`src/sobel_gradient_direction_quantizer_defines.svh`:
```
// Assertion helpers shared by the queue and back modules.
// Both expect clk and rst_n in the scope of use.
`ifndef SOBEL_GRADIENT_DIRECTION_QUANTIZER_DEFINES_SVH
`define SOBEL_GRADIENT_DIRECTION_QUANTIZER_DEFINES_SVH

// same-cycle implication
`define SGDQ_ASSERT_NOW(label, ante, cons, msg) \
    label: assert property (@(posedge clk) disable iff (!rst_n) (ante) |-> (cons)) \
        else $error(msg);

// next-cycle implication
`define SGDQ_ASSERT_NEXT(label, ante, cons, msg) \
    label: assert property (@(posedge clk) disable iff (!rst_n) (ante) |=> (cons)) \
        else $error(msg);

`endif

```
`src/sgdq_pkg.sv`:
```
`default_nettype none

package sgdq_pkg;

    localparam int PIX_W       = 8;
    localparam int CNT_W       = 12;
    localparam int DIM_W       = 13;
    localparam int CFG_INDEX_W = 1;
    localparam int GRAD_W      = 11;
    localparam int QUEUE_DEPTH = 4;
    localparam int QPTR_W      = $clog2(QUEUE_DEPTH);

    // register map
    localparam logic [CFG_INDEX_W-1:0] CFG_IMAGE_WIDTH  = 1'd0;
    localparam logic [CFG_INDEX_W-1:0] CFG_IMAGE_HEIGHT = 1'd1;

    localparam logic [DIM_W-1:0] DIM_MIN = 13'd6;
    localparam logic [DIM_W-1:0] DIM_MAX = 13'd4096;
    localparam logic [CNT_W-1:0] WIDTH_LAST_RESET  = 12'd639;
    localparam logic [CNT_W-1:0] HEIGHT_LAST_RESET = 12'd479;

    // direction codes
    localparam logic [7:0] DIR_BORDER    = 8'd0;
    localparam logic [7:0] DIR_HORIZ     = 8'd50;
    localparam logic [7:0] DIR_DIAG_SAME = 8'd100;
    localparam logic [7:0] DIR_VERT      = 8'd150;
    localparam logic [7:0] DIR_DIAG_OPP  = 8'd200;

    localparam logic [7:0]  MAG_MAX   = 8'd255;
    // 255 * 255: at or above this the floored root saturates
    localparam logic [20:0] SAT_LIMIT = 21'd65025;

    typedef struct packed {
        logic                     interior;
        logic signed [GRAD_W-1:0] gx;
        logic signed [GRAD_W-1:0] gy;
        logic                     tail;   // item also closes a row
        logic                     eof;    // closing row is the frame's last
    } sgdq_task_t;

    typedef struct packed {
        logic full;
        logic empty;
    } sgdq_fifo_status_t;

    typedef enum logic [2:0] {
        ST_IDLE,
        ST_MUL,
        ST_CMP,
        ST_ROOT,
        ST_MAIN,
        ST_TAIL
    } sgdq_back_state_t;

    // saturate a dimension into range and return its last index
    function automatic logic [CNT_W-1:0] dim_last(input logic [DIM_W-1:0] v);
        logic [DIM_W-1:0] d;
        begin
            d = v;
            if (v < DIM_MIN) begin
                d = DIM_MIN;
            end
            else if (v > DIM_MAX) begin
                d = DIM_MAX;
            end
            dim_last = CNT_W'(d - 13'd1);
        end
    endfunction

endpackage

`default_nettype wire

```
`src/sobel_gradient_direction_quantizer.sv`:
```
// channel   | signals                                          | handshake
// ----------+--------------------------------------------------+-----------------
// input     | top_pixel, middle_pixel, bottom_pixel            | in_valid/in_ready
// result    | magnitude, direction_code, last_of_run,          | out_valid/out_ready
//           | end_of_frame                                     |
// config    | cfg_index, cfg_data                              | cfg_write
//
// Flow: the front takes a column item in any cycle the 4-entry queue has room.
// The back sets the pace: interior pixels take pop, four squares on one shared 11x11
// multiplier, compare, eight bit-serial root steps (none on saturation) and output;
// border pixels take pop and output; a row's last column adds a tail result.
// Reset clears counters, queue and sequencer; width/height return to 640x480.
// Stalls: a held result in the output register stalls the back only; the queue
// then fills and in_ready drops.
`default_nettype none

module sobel_gradient_direction_quantizer
    import sgdq_pkg::*;
#(
    parameter int BORDER = 3
) (
    input  wire logic                   clk,
    input  wire logic                   rst_n,
    input  wire logic                   cfg_write,
    input  wire logic [CFG_INDEX_W-1:0] cfg_index,
    input  wire logic [DIM_W-1:0]       cfg_data,
    input  wire logic                   in_valid,
    output logic                        in_ready,
    input  wire logic [PIX_W-1:0]       top_pixel,
    input  wire logic [PIX_W-1:0]       middle_pixel,
    input  wire logic [PIX_W-1:0]       bottom_pixel,
    output logic                        out_valid,
    input  wire logic                   out_ready,
    output logic [7:0]                  magnitude,
    output logic [7:0]                  direction_code,
    output logic                        last_of_run,
    output logic                        end_of_frame
);

    sgdq_fifo_status_t fifo_status;
    sgdq_task_t        push_task, head;
    logic              push, pop;

    // front: config, counters, column window, gx/gy and border flags
    sgdq_front #(
        .BORDER (BORDER)
    ) u_front (
        .clk          (clk),
        .rst_n        (rst_n),
        .cfg_write    (cfg_write),
        .cfg_index    (cfg_index),
        .cfg_data     (cfg_data),
        .in_valid     (in_valid),
        .in_ready     (in_ready),
        .top_pixel    (top_pixel),
        .middle_pixel (middle_pixel),
        .bottom_pixel (bottom_pixel),
        .fifo_status  (fifo_status),
        .push         (push),
        .push_task    (push_task)
    );

    // decouples the two halves
    sgdq_fifo u_fifo (
        .clk       (clk),
        .rst_n     (rst_n),
        .push      (push),
        .push_task (push_task),
        .pop       (pop),
        .head      (head),
        .status    (fifo_status)
    );

    // back: magnitude, direction bins, result sequencing
    sgdq_back u_back (
        .clk            (clk),
        .rst_n          (rst_n),
        .head           (head),
        .fifo_status    (fifo_status),
        .pop            (pop),
        .out_valid      (out_valid),
        .out_ready      (out_ready),
        .magnitude      (magnitude),
        .direction_code (direction_code),
        .last_of_run    (last_of_run),
        .end_of_frame   (end_of_frame)
    );

endmodule

`default_nettype wire

```
`src/sgdq_front.sv`:
```
`default_nettype none

module sgdq_front
    import sgdq_pkg::*;
#(
    parameter int BORDER = 3
) (
    input  wire logic                   clk,
    input  wire logic                   rst_n,
    input  wire logic                   cfg_write,
    input  wire logic [CFG_INDEX_W-1:0] cfg_index,
    input  wire logic [DIM_W-1:0]       cfg_data,
    input  wire logic                   in_valid,
    output logic                        in_ready,
    input  wire logic [PIX_W-1:0]       top_pixel,
    input  wire logic [PIX_W-1:0]       middle_pixel,
    input  wire logic [PIX_W-1:0]       bottom_pixel,
    input  wire sgdq_fifo_status_t      fifo_status,
    output logic                        push,
    output sgdq_task_t                  push_task
);

    localparam logic [CNT_W-1:0] BORDER_C = CNT_W'(BORDER);

    logic [CNT_W-1:0] width_last_reg, height_last_reg;
    logic [CNT_W-1:0] col_cnt_reg, col_cnt_next;
    logic [CNT_W-1:0] row_cnt_reg, row_cnt_next;
    logic [PIX_W-1:0] one_top_reg, one_mid_reg, one_bot_reg;
    logic [PIX_W-1:0] two_top_reg, two_mid_reg, two_bot_reg;

    logic             accept, last_col, last_row, row_in, col_in;
    logic [CNT_W-1:0] prev_col;
    logic [9:0]       right_sum, left_sum, top_sum, bot_sum;

    assign in_ready = !fifo_status.full;
    assign accept   = in_valid && in_ready;

    assign last_col = col_cnt_reg >= width_last_reg;
    assign last_row = row_cnt_reg >= height_last_reg;
    assign prev_col = col_cnt_reg - 12'd1;
    assign row_in   = (row_cnt_reg >= BORDER_C) && (row_cnt_reg <= height_last_reg - BORDER_C);
    assign col_in   = (prev_col >= BORDER_C) && (prev_col <= width_last_reg - BORDER_C);

    // 1-2-1 sums: right is the incoming column, left two back; top/bottom run along rows
    assign right_sum = {2'b0, top_pixel} + {1'b0, middle_pixel, 1'b0} + {2'b0, bottom_pixel};
    assign left_sum  = {2'b0, two_top_reg} + {1'b0, two_mid_reg, 1'b0} + {2'b0, two_bot_reg};
    assign top_sum   = {2'b0, two_top_reg} + {1'b0, one_top_reg, 1'b0} + {2'b0, top_pixel};
    assign bot_sum   = {2'b0, two_bot_reg} + {1'b0, one_bot_reg, 1'b0} + {2'b0, bottom_pixel};

    // column zero has no finished pixel yet
    assign push = accept && (col_cnt_reg != '0);

    always_comb
    begin
        push_task.interior = row_in && col_in;
        push_task.gx       = $signed({1'b0, right_sum}) - $signed({1'b0, left_sum});
        push_task.gy       = $signed({1'b0, top_sum}) - $signed({1'b0, bot_sum});
        push_task.tail     = last_col;
        push_task.eof      = last_row;
    end

    always_comb
    begin
        col_cnt_next = col_cnt_reg;
        row_cnt_next = row_cnt_reg;
        if (accept) begin
            if (last_col) begin
                col_cnt_next = '0;
                row_cnt_next = last_row ? '0 : row_cnt_reg + 12'd1;
            end
            else begin
                col_cnt_next = col_cnt_reg + 12'd1;
            end
        end
    end

    always_ff @(posedge clk or negedge rst_n)
    begin
        if (!rst_n) begin
            width_last_reg  <= WIDTH_LAST_RESET;
            height_last_reg <= HEIGHT_LAST_RESET;
            col_cnt_reg     <= '0;
            row_cnt_reg     <= '0;
            one_top_reg     <= '0;
            one_mid_reg     <= '0;
            one_bot_reg     <= '0;
            two_top_reg     <= '0;
            two_mid_reg     <= '0;
            two_bot_reg     <= '0;
        end
        else begin
            if (cfg_write) begin
                case (cfg_index)
                    CFG_IMAGE_WIDTH:  width_last_reg  <= dim_last(cfg_data);
                    CFG_IMAGE_HEIGHT: height_last_reg <= dim_last(cfg_data);
                    default: ;
                endcase
            end
            col_cnt_reg <= col_cnt_next;
            row_cnt_reg <= row_cnt_next;
            if (accept) begin
                two_top_reg <= one_top_reg;
                two_mid_reg <= one_mid_reg;
                two_bot_reg <= one_bot_reg;
                one_top_reg <= top_pixel;
                one_mid_reg <= middle_pixel;
                one_bot_reg <= bottom_pixel;
            end
        end
    end

endmodule

`default_nettype wire

```
`src/sgdq_fifo.sv`:
```
`default_nettype none

`include "sobel_gradient_direction_quantizer_defines.svh"

module sgdq_fifo
    import sgdq_pkg::*;
(
    input  wire logic          clk,
    input  wire logic          rst_n,
    input  wire logic          push,
    input  wire sgdq_task_t    push_task,
    input  wire logic          pop,
    output sgdq_task_t         head,
    output sgdq_fifo_status_t  status
);

    sgdq_task_t        entries [QUEUE_DEPTH];
    logic [QPTR_W-1:0] wr_ptr_reg, rd_ptr_reg;
    logic [QPTR_W:0]   count_reg, count_next;

    assign head         = entries[rd_ptr_reg];
    assign status.full  = count_reg == (QPTR_W+1)'(QUEUE_DEPTH);
    assign status.empty = count_reg == '0;

    always_comb
    begin
        count_next = count_reg;
        if (push && !pop) begin
            count_next = count_reg + 1'b1;
        end
        else if (pop && !push) begin
            count_next = count_reg - 1'b1;
        end
    end

    always_ff @(posedge clk or negedge rst_n)
    begin
        if (!rst_n) begin
            wr_ptr_reg <= '0;
            rd_ptr_reg <= '0;
            count_reg  <= '0;
        end
        else begin
            if (push) begin
                wr_ptr_reg <= wr_ptr_reg + 1'b1;
            end
            if (pop) begin
                rd_ptr_reg <= rd_ptr_reg + 1'b1;
            end
            count_reg <= count_next;
        end
    end

    always_ff @(posedge clk)
    begin
        if (push) begin
            entries[wr_ptr_reg] <= push_task;
        end
    end

    `SGDQ_ASSERT_NOW(a_no_push_full, push, !status.full, "push into full queue")
    `SGDQ_ASSERT_NOW(a_no_pop_empty, pop, !status.empty, "pop from empty queue")
    `SGDQ_ASSERT_NEXT(a_count_up, push && !pop, count_reg == $past(count_reg) + 1'b1, "count lost a push")

endmodule

`default_nettype wire

```
`src/sgdq_back.sv`:
```
`default_nettype none

`include "sobel_gradient_direction_quantizer_defines.svh"

module sgdq_back
    import sgdq_pkg::*;
(
    input  wire logic              clk,
    input  wire logic              rst_n,
    input  wire sgdq_task_t        head,
    input  wire sgdq_fifo_status_t fifo_status,
    output logic                   pop,
    output logic                   out_valid,
    input  wire logic              out_ready,
    output logic [7:0]             magnitude,
    output logic [7:0]             direction_code,
    output logic                   last_of_run,
    output logic                   end_of_frame
);

    // multiplier steps
    localparam logic [1:0] MUL_AX = 2'd0;
    localparam logic [1:0] MUL_Y  = 2'd1;
    localparam logic [1:0] MUL_A  = 2'd2;
    localparam logic [1:0] MUL_B  = 2'd3;

    sgdq_back_state_t state_reg, state_next;
    logic [1:0]       mul_cnt_reg;
    logic [2:0]       root_cnt_reg;
    logic             out_valid_reg;

    logic             tail_reg, eof_reg, gx_pos_reg, b_le0_reg;
    logic [9:0]       ax_reg, y_reg, babs_reg;
    logic [10:0]      a_reg;
    logic [21:0]      p_ax_reg, p_y_reg, p_a_reg, p_b_reg;
    logic [15:0]      rv_reg;
    logic [10:0]      rem_reg;
    logic [7:0]       root_reg;
    logic [7:0]       mag_reg, dir_reg;
    logic [7:0]       out_mag_reg, out_dir_reg;
    logic             out_last_reg, out_eof_reg;

    logic             slot_free, load_main, load_tail;
    logic             neg;
    logic signed [GRAD_W-1:0] gxf, gyf, axs, bs;
    logic [10:0]      mul_op;
    logic [21:0]      product;
    logic [20:0]      sum;
    logic [22:0]      twice_ax2;
    logic             below_low, below_high, sat;
    logic [7:0]       dir_calc;
    logic [10:0]      rem_sh;
    logic [9:0]       trial;
    logic             ge;

    assign slot_free = !out_valid_reg || out_ready;

    // fold into the upper half plane
    assign neg = (head.gy < 0) || ((head.gy == 0) && (head.gx < 0));
    assign gxf = neg ? -head.gx : head.gx;
    assign gyf = neg ? -head.gy : head.gy;
    assign axs = (gxf < 0) ? -gxf : gxf;
    assign bs  = gyf - axs;

    always_comb
    begin
        case (mul_cnt_reg)
            MUL_AX:  mul_op = {1'b0, ax_reg};
            MUL_Y:   mul_op = {1'b0, y_reg};
            MUL_A:   mul_op = a_reg;
            default: mul_op = {1'b0, babs_reg};
        endcase
    end
    assign product = mul_op * mul_op;

    // bin edges: tan 22.5 = sqrt2 - 1, tan 67.5 = sqrt2 + 1
    assign sum        = p_ax_reg[20:0] + p_y_reg[20:0];
    assign twice_ax2  = {p_ax_reg, 1'b0};
    assign below_low  = {1'b0, p_a_reg} < twice_ax2;
    assign below_high = b_le0_reg || ({1'b0, p_b_reg} < twice_ax2);
    assign sat        = sum >= SAT_LIMIT;

    always_comb
    begin
        if ((y_reg == '0) || below_low) begin
            dir_calc = DIR_HORIZ;
        end
        else if (!below_high) begin
            dir_calc = DIR_VERT;
        end
        else begin
            dir_calc = gx_pos_reg ? DIR_DIAG_SAME : DIR_DIAG_OPP;
        end
    end

    // one root bit a cycle
    assign rem_sh = {rem_reg[8:0], rv_reg[15:14]};
    assign trial  = {root_reg, 2'b01};
    assign ge     = rem_sh >= {1'b0, trial};

    always_comb
    begin
        state_next = state_reg;
        case (state_reg)
            ST_IDLE:
            begin
                if (!fifo_status.empty) begin
                    state_next = head.interior ? ST_MUL : ST_MAIN;
                end
            end
            ST_MUL:
            begin
                if (mul_cnt_reg == MUL_B) begin
                    state_next = ST_CMP;
                end
            end
            ST_CMP:  state_next = sat ? ST_MAIN : ST_ROOT;
            ST_ROOT:
            begin
                if (root_cnt_reg == '1) begin
                    state_next = ST_MAIN;
                end
            end
            ST_MAIN:
            begin
                if (slot_free) begin
                    state_next = tail_reg ? ST_TAIL : ST_IDLE;
                end
            end
            ST_TAIL:
            begin
                if (slot_free) begin
                    state_next = ST_IDLE;
                end
            end
            default: state_next = ST_IDLE;
        endcase
    end

    always_comb
    begin
        pop       = 1'b0;
        load_main = 1'b0;
        load_tail = 1'b0;
        case (state_reg)
            ST_IDLE: pop       = !fifo_status.empty;
            ST_MAIN: load_main = slot_free;
            ST_TAIL: load_tail = slot_free;
            default: ;
        endcase
    end

    always_ff @(posedge clk or negedge rst_n)
    begin
        if (!rst_n) begin
            state_reg     <= ST_IDLE;
            mul_cnt_reg   <= '0;
            root_cnt_reg  <= '0;
            out_valid_reg <= 1'b0;
        end
        else begin
            state_reg <= state_next;
            if (pop) begin
                mul_cnt_reg <= '0;
            end
            else if (state_reg == ST_MUL) begin
                mul_cnt_reg <= mul_cnt_reg + 1'b1;
            end
            if (state_reg == ST_CMP) begin
                root_cnt_reg <= '0;
            end
            else if (state_reg == ST_ROOT) begin
                root_cnt_reg <= root_cnt_reg + 1'b1;
            end
            if (load_main || load_tail) begin
                out_valid_reg <= 1'b1;
            end
            else if (out_ready) begin
                out_valid_reg <= 1'b0;
            end
        end
    end

    always_ff @(posedge clk)
    begin
        if (pop) begin
            tail_reg   <= head.tail;
            eof_reg    <= head.eof;
            ax_reg     <= axs[9:0];
            y_reg      <= gyf[9:0];
            a_reg      <= {1'b0, gyf[9:0]} + {1'b0, axs[9:0]};
            babs_reg   <= (bs < 0) ? 10'(-bs) : bs[9:0];
            b_le0_reg  <= bs <= 0;
            gx_pos_reg <= gxf > 0;
            mag_reg    <= '0;
            dir_reg    <= DIR_BORDER;
        end
        if (state_reg == ST_MUL) begin
            case (mul_cnt_reg)
                MUL_AX:  p_ax_reg <= product;
                MUL_Y:   p_y_reg  <= product;
                MUL_A:   p_a_reg  <= product;
                default: p_b_reg  <= product;
            endcase
        end
        if (state_reg == ST_CMP) begin
            dir_reg  <= dir_calc;
            mag_reg  <= MAG_MAX;
            rv_reg   <= sum[15:0];
            rem_reg  <= '0;
            root_reg <= '0;
        end
        if (state_reg == ST_ROOT) begin
            rv_reg   <= {rv_reg[13:0], 2'b00};
            rem_reg  <= ge ? rem_sh - {1'b0, trial} : rem_sh;
            root_reg <= {root_reg[6:0], ge};
            if (root_cnt_reg == '1) begin
                mag_reg <= {root_reg[6:0], ge};
            end
        end
        if (load_main) begin
            out_mag_reg  <= mag_reg;
            out_dir_reg  <= dir_reg;
            out_last_reg <= !tail_reg;
            out_eof_reg  <= 1'b0;
        end
        else if (load_tail) begin
            out_mag_reg  <= '0;
            out_dir_reg  <= DIR_BORDER;
            out_last_reg <= 1'b1;
            out_eof_reg  <= eof_reg;
        end
    end

    assign out_valid      = out_valid_reg;
    assign magnitude      = out_mag_reg;
    assign direction_code = out_dir_reg;
    assign last_of_run    = out_last_reg;
    assign end_of_frame   = out_eof_reg;

    `SGDQ_ASSERT_NOW(a_tail_needs_flag, state_reg == ST_TAIL, tail_reg, "row close without tail")
    `SGDQ_ASSERT_NOW(a_eof_is_last, out_valid_reg && out_eof_reg, out_last_reg, "frame end not last of run")
    `SGDQ_ASSERT_NEXT(a_main_then_tail, load_main && tail_reg, state_reg == ST_TAIL, "tail result skipped")

endmodule

`default_nettype wire
```
`config.mk`:
```
export PLATFORM = sky130hd
export DESIGN_NAME = sobel_gradient_direction_quantizer
export DESIGN_NICKNAME = d
export VERILOG_FILES = /design/src/sgdq_pkg.sv /design/src/sobel_gradient_direction_quantizer.sv /design/src/sgdq_front.sv /design/src/sgdq_fifo.sv /design/src/sgdq_back.sv
export VERILOG_INCLUDE_DIRS = /design/src /design/src/src
export SDC_FILE = /design/constraint.sdc
export NUM_CORES = 1
export LEC_CHECK = 0
export BUFFER_PORTS_ARGS = -buffer_cell sky130_fd_sc_hd__buf_2
export CAP_MARGIN = 20
export CORE_ASPECT_RATIO = 1.1
export CORE_MARGIN = 2
export CORE_UTILIZATION = 50
export CTS_CLUSTER_SIZE = 8
export DETAILED_ROUTE_END_ITERATION = 16
export PLACE_DENSITY = 0.69
export RECOVER_POWER = 50
export REMOVE_ABC_BUFFERS = 1
export SYNTH_ARGS = -nofsm -noshare
export SYNTH_HDL_FRONTEND = slang
export SYNTH_SLANG_ARGS = --single-unit
```
`constraint.sdc`:
```
create_clock -name clk -period 7.9 [get_ports clk]
set_input_delay 1.185 -clock clk [delete_from_list [all_inputs] [get_ports clk]]
set_output_delay 1.185 -clock clk [all_outputs]
set_load 0.02 [all_outputs]
```
==> impl_metrics.py <==
metrics = {
    "min_path": {
        "hold_path.class": "reg -> reg",
        "min_to": "u_back.rv_reg[0]$_SDFFE_PP0P_",
        "min_from": "u_back.rv_reg[0]$_SDFFE_PP0P_",
        "worstHoldPathCells": 2,
    },
    "final_layout": {
        "finalNetCount": 2919,
        "utilization": 0.557,
        "n_antenna_cell": 0,
        "final_cell_area_sq_mm": 0.0292,
        "largest_reg_flops": 100,
        "final_cell_mix": "inv_1, edfxtp_1, ha_1",
        "final_common_cell": "inv_1",
        "fillers": 4459,
        "drive_gt1_frac": 0.0766,
        "synthToLayoutAreaGrowth_pct": 10.1,
    },
    "routing": {
        "viasPerCell": 5.53,
        "drt_iter0_markers": 1034,
        "drt_wl_total_um": 56400,
        "drt_pass1_iterations": 5,
        "drc_errors": 0,
        "via_count": 17890,
        "drtAntennaViolNets": 0,
        "wl_per_cell_um": 17.4,
    },
    "clocking": {
        "cts_hold_buf": 0,
        "numCtsBuffers": 56,
        "clock-sinks": 400,
        "cts_tree": "built",
        "ctsResizeCount": 0,
        "cts.clk_slew.worst_paths_ps": 50,
        "post_cts_buffers": 0,
        "clkLatencyLatePin_ps": 620,
        "root_buffer": "clkbuf_16",
        "h-tree-depth": 2,
        "clock_path_buffers": 3,
    },
    "synthesis": {
        "synthCells": 2439,
        "synth_largest_area_cell": "edfxtp_1",
        "synth-compound-area-share": 0.107,
        "synth_seq_cells": 400,
        "yosysUniqueCellTypes": 86,
        "synth_flop_cell": "edfxtp_1",
        "synth_top_family_by_area": "adder cells",
        "yosysWarnings": 0,
        "synth-xor-area-share": 0.0508,
        "synth_top_area_frac": 0.313,
        "synthSimpleGateAreaFrac": 0.121,
        "synthArstFlopShare": 0.280,
        "netlist_area_sq_mm": 0.0266,
        "synthMuxAreaShare": 0.0323,
        "ys_seq_area_frac": 0.428,
        "synth_edf_count": 277,
        "synth.area.top_cells": "edfxtp_1, ha_1, fa_1, dfrtp_1, inv_1",
        "syn_area_per_cell_sq_um": 10.9,
        "synth-adder-area-share": 0.209,
    },
    "placed_design": {
        "placed_area_sq_mm": 0.0276,
        "io_buffers": 61,
        "hpwl_um": 42100,
        "place_congestion": 0.883,
    },
    "sta": {
        "period_needed_ps": 7220,
        "final.setup.tns_ps": 0,
        "grt_setup_unrepaired": "no",
        "hold_violations": 0,
        "timing.final.crit_share": 0.914,
        "setup_viol": 0,
        "slew_headroom": -1.62,
        "tightest_slew_ps": 3930,
        "slew_violations": 364,
        "hold_slack_ps": 437,
        "fin_worst_skew_ps": 58.3,
        "max_freq_mhz": 139,
    },
    "setup_path": {
        "regToRegSetupSlack_ps": 680,
        "reg2reg_depth": 25,
        "start_kind": "register",
        "path_class": "reg -> reg",
        "endpoint_kind": "register",
        "r2r_start": "u_fifo.rd_ptr_reg[0]$_DFFE_PN0P_",
        "cp.required_ps": 8200,
        "arrival_ps": 7520,
        "crit_fanout": 14,
        "reg2reg_to": "u_back.babs_reg[9]$_DFFE_PP_",
    },
    "run_status": {
        "status": "finished, violations left",
        "violations": "max-capacitance violations, max-slew violations",
    },
    "floorplan": {
        "coreArea_sq_mm": 0.0525,
        "dieArea_sq_mm": 0.0550,
        "die-height_um": 246,
        "pin_count": 63,
        "rows": 88,
        "start_util": 0.506,
        "die_width_um": 224,
    },
    "global_route": {
        "track_usage": 0.209,
        "grt_pass1_wl_um": 92700,
        "antenna_found_initial": 0,
        "grt_overflow": 0,
        "grt_pass1_vias": 18532,
        "grt_max_degree": 85,
    },
    "flow_run": {
        "drv_cap": 7,
    },
}
==> layout make-up <==
type                       instances  area (sq um)  share of cell area
sequential                       400         11400               0.388
clock buffer                     103          1620              0.0554
clock inverter                     3          70.1             0.00240
multi-input combinational       1674         13800               0.472
tap                              675           845              0.0289
timing repair buffer              80           429              0.0147
inverter                         298          1120              0.0382
==> critical path, cell delays in order, from the launching register on <==
cell and delay, ps:
dfrtp_1 880, mux4_2 650, inv_1 110, ha_1 150, inv_1 60, nor3_2 340, a41o_1 520, nand2_1 100
o21ai_0 90, inv_1 80, ha_1 230, and3_1 150, a211oi_1 430, nand2b_1 120, xor2_1 210, ha_1 460
and3b_1 210, a2111oi_0 680, o21ba_2 220, o21bai_1 90, a221o_1 320, xor2_1 180, xor2_1 160, buf_4 220
o31ai_1 110, xor2_1 160
==> layer usage <==
metal	track usage	part of all wire	up-vias
met2	0.386	0.52	284
met3	0.0274	0.029	98
met5	0	0	-
met4	0.0659	0.028	0
li1	-	-	8660
met1	0.252	0.42	8848
==> per-stage QoR <==
stage	setup WS [ps]	std cells
after floorplan	675	2372
after global placement	985	3125
after detailed placement	945	3125
after CTS	932	3231
after global routing	169	3233
final	681	3233
==> worst max path at each step <==
| stage | startpoint | endpoint | depth (start not counted) |
|---|---|---|---|
| 6_report | u_fifo.rd_ptr_reg[0]$_DFFE_PN0P_ | u_back.babs_reg[9]$_DFFE_PP_ | 25 |
| 3_5_place_dp | u_back.mul_cnt_reg[0]$_DFFE_PN0P_ | u_back.p_ax_reg[21]$_DFFE_PP_ | 21 |
| 4_1_cts | u_back.mul_cnt_reg[0]$_DFFE_PN0P_ | u_back.p_ax_reg[21]$_DFFE_PP_ | 23 |
| 3_3_place_gp | u_back.mul_cnt_reg[0]$_DFFE_PN0P_ | u_back.p_a_reg[21]$_DFFE_PP_ | 21 |
| 5_1_grt | u_fifo.rd_ptr_reg[0]$_DFFE_PN0P_ | u_back.babs_reg[9]$_DFFE_PP_ | 25 |
| 2_1_floorplan | u_fifo.rd_ptr_reg[0]$_DFFE_PN0P_ | u_back.babs_reg[9]$_DFFE_PP_ | 24 |
==> Yosys cell counts, types with 54 or more instances <==
cell	number
a21oi_1	102
nor2_1	152
edfxtp_1	277
o21ai_0	114
nand2_1	228
xor2_1	54
xnor2_1	100
fa_1	129
clkbuf_1	54
inv_1	297
ha_1	237
dfrtp_1	96
==> kinds of logic (layout without fill, tap and decap cells) <==
logic type | Yosys count | after routing
compound gates | 441 | 441
xor+xnor | 154 | 154
fa+ha+maj | 366 | 366
buf+inv | 365 | 484
flops | 400 | 400
mux | 53 | 53
other cells | 1 | 1
simple gates | 659 | 659
Power is not shown: default switching activity piles up to over one toggle a cycle in this logic, so the estimate is an artifact.
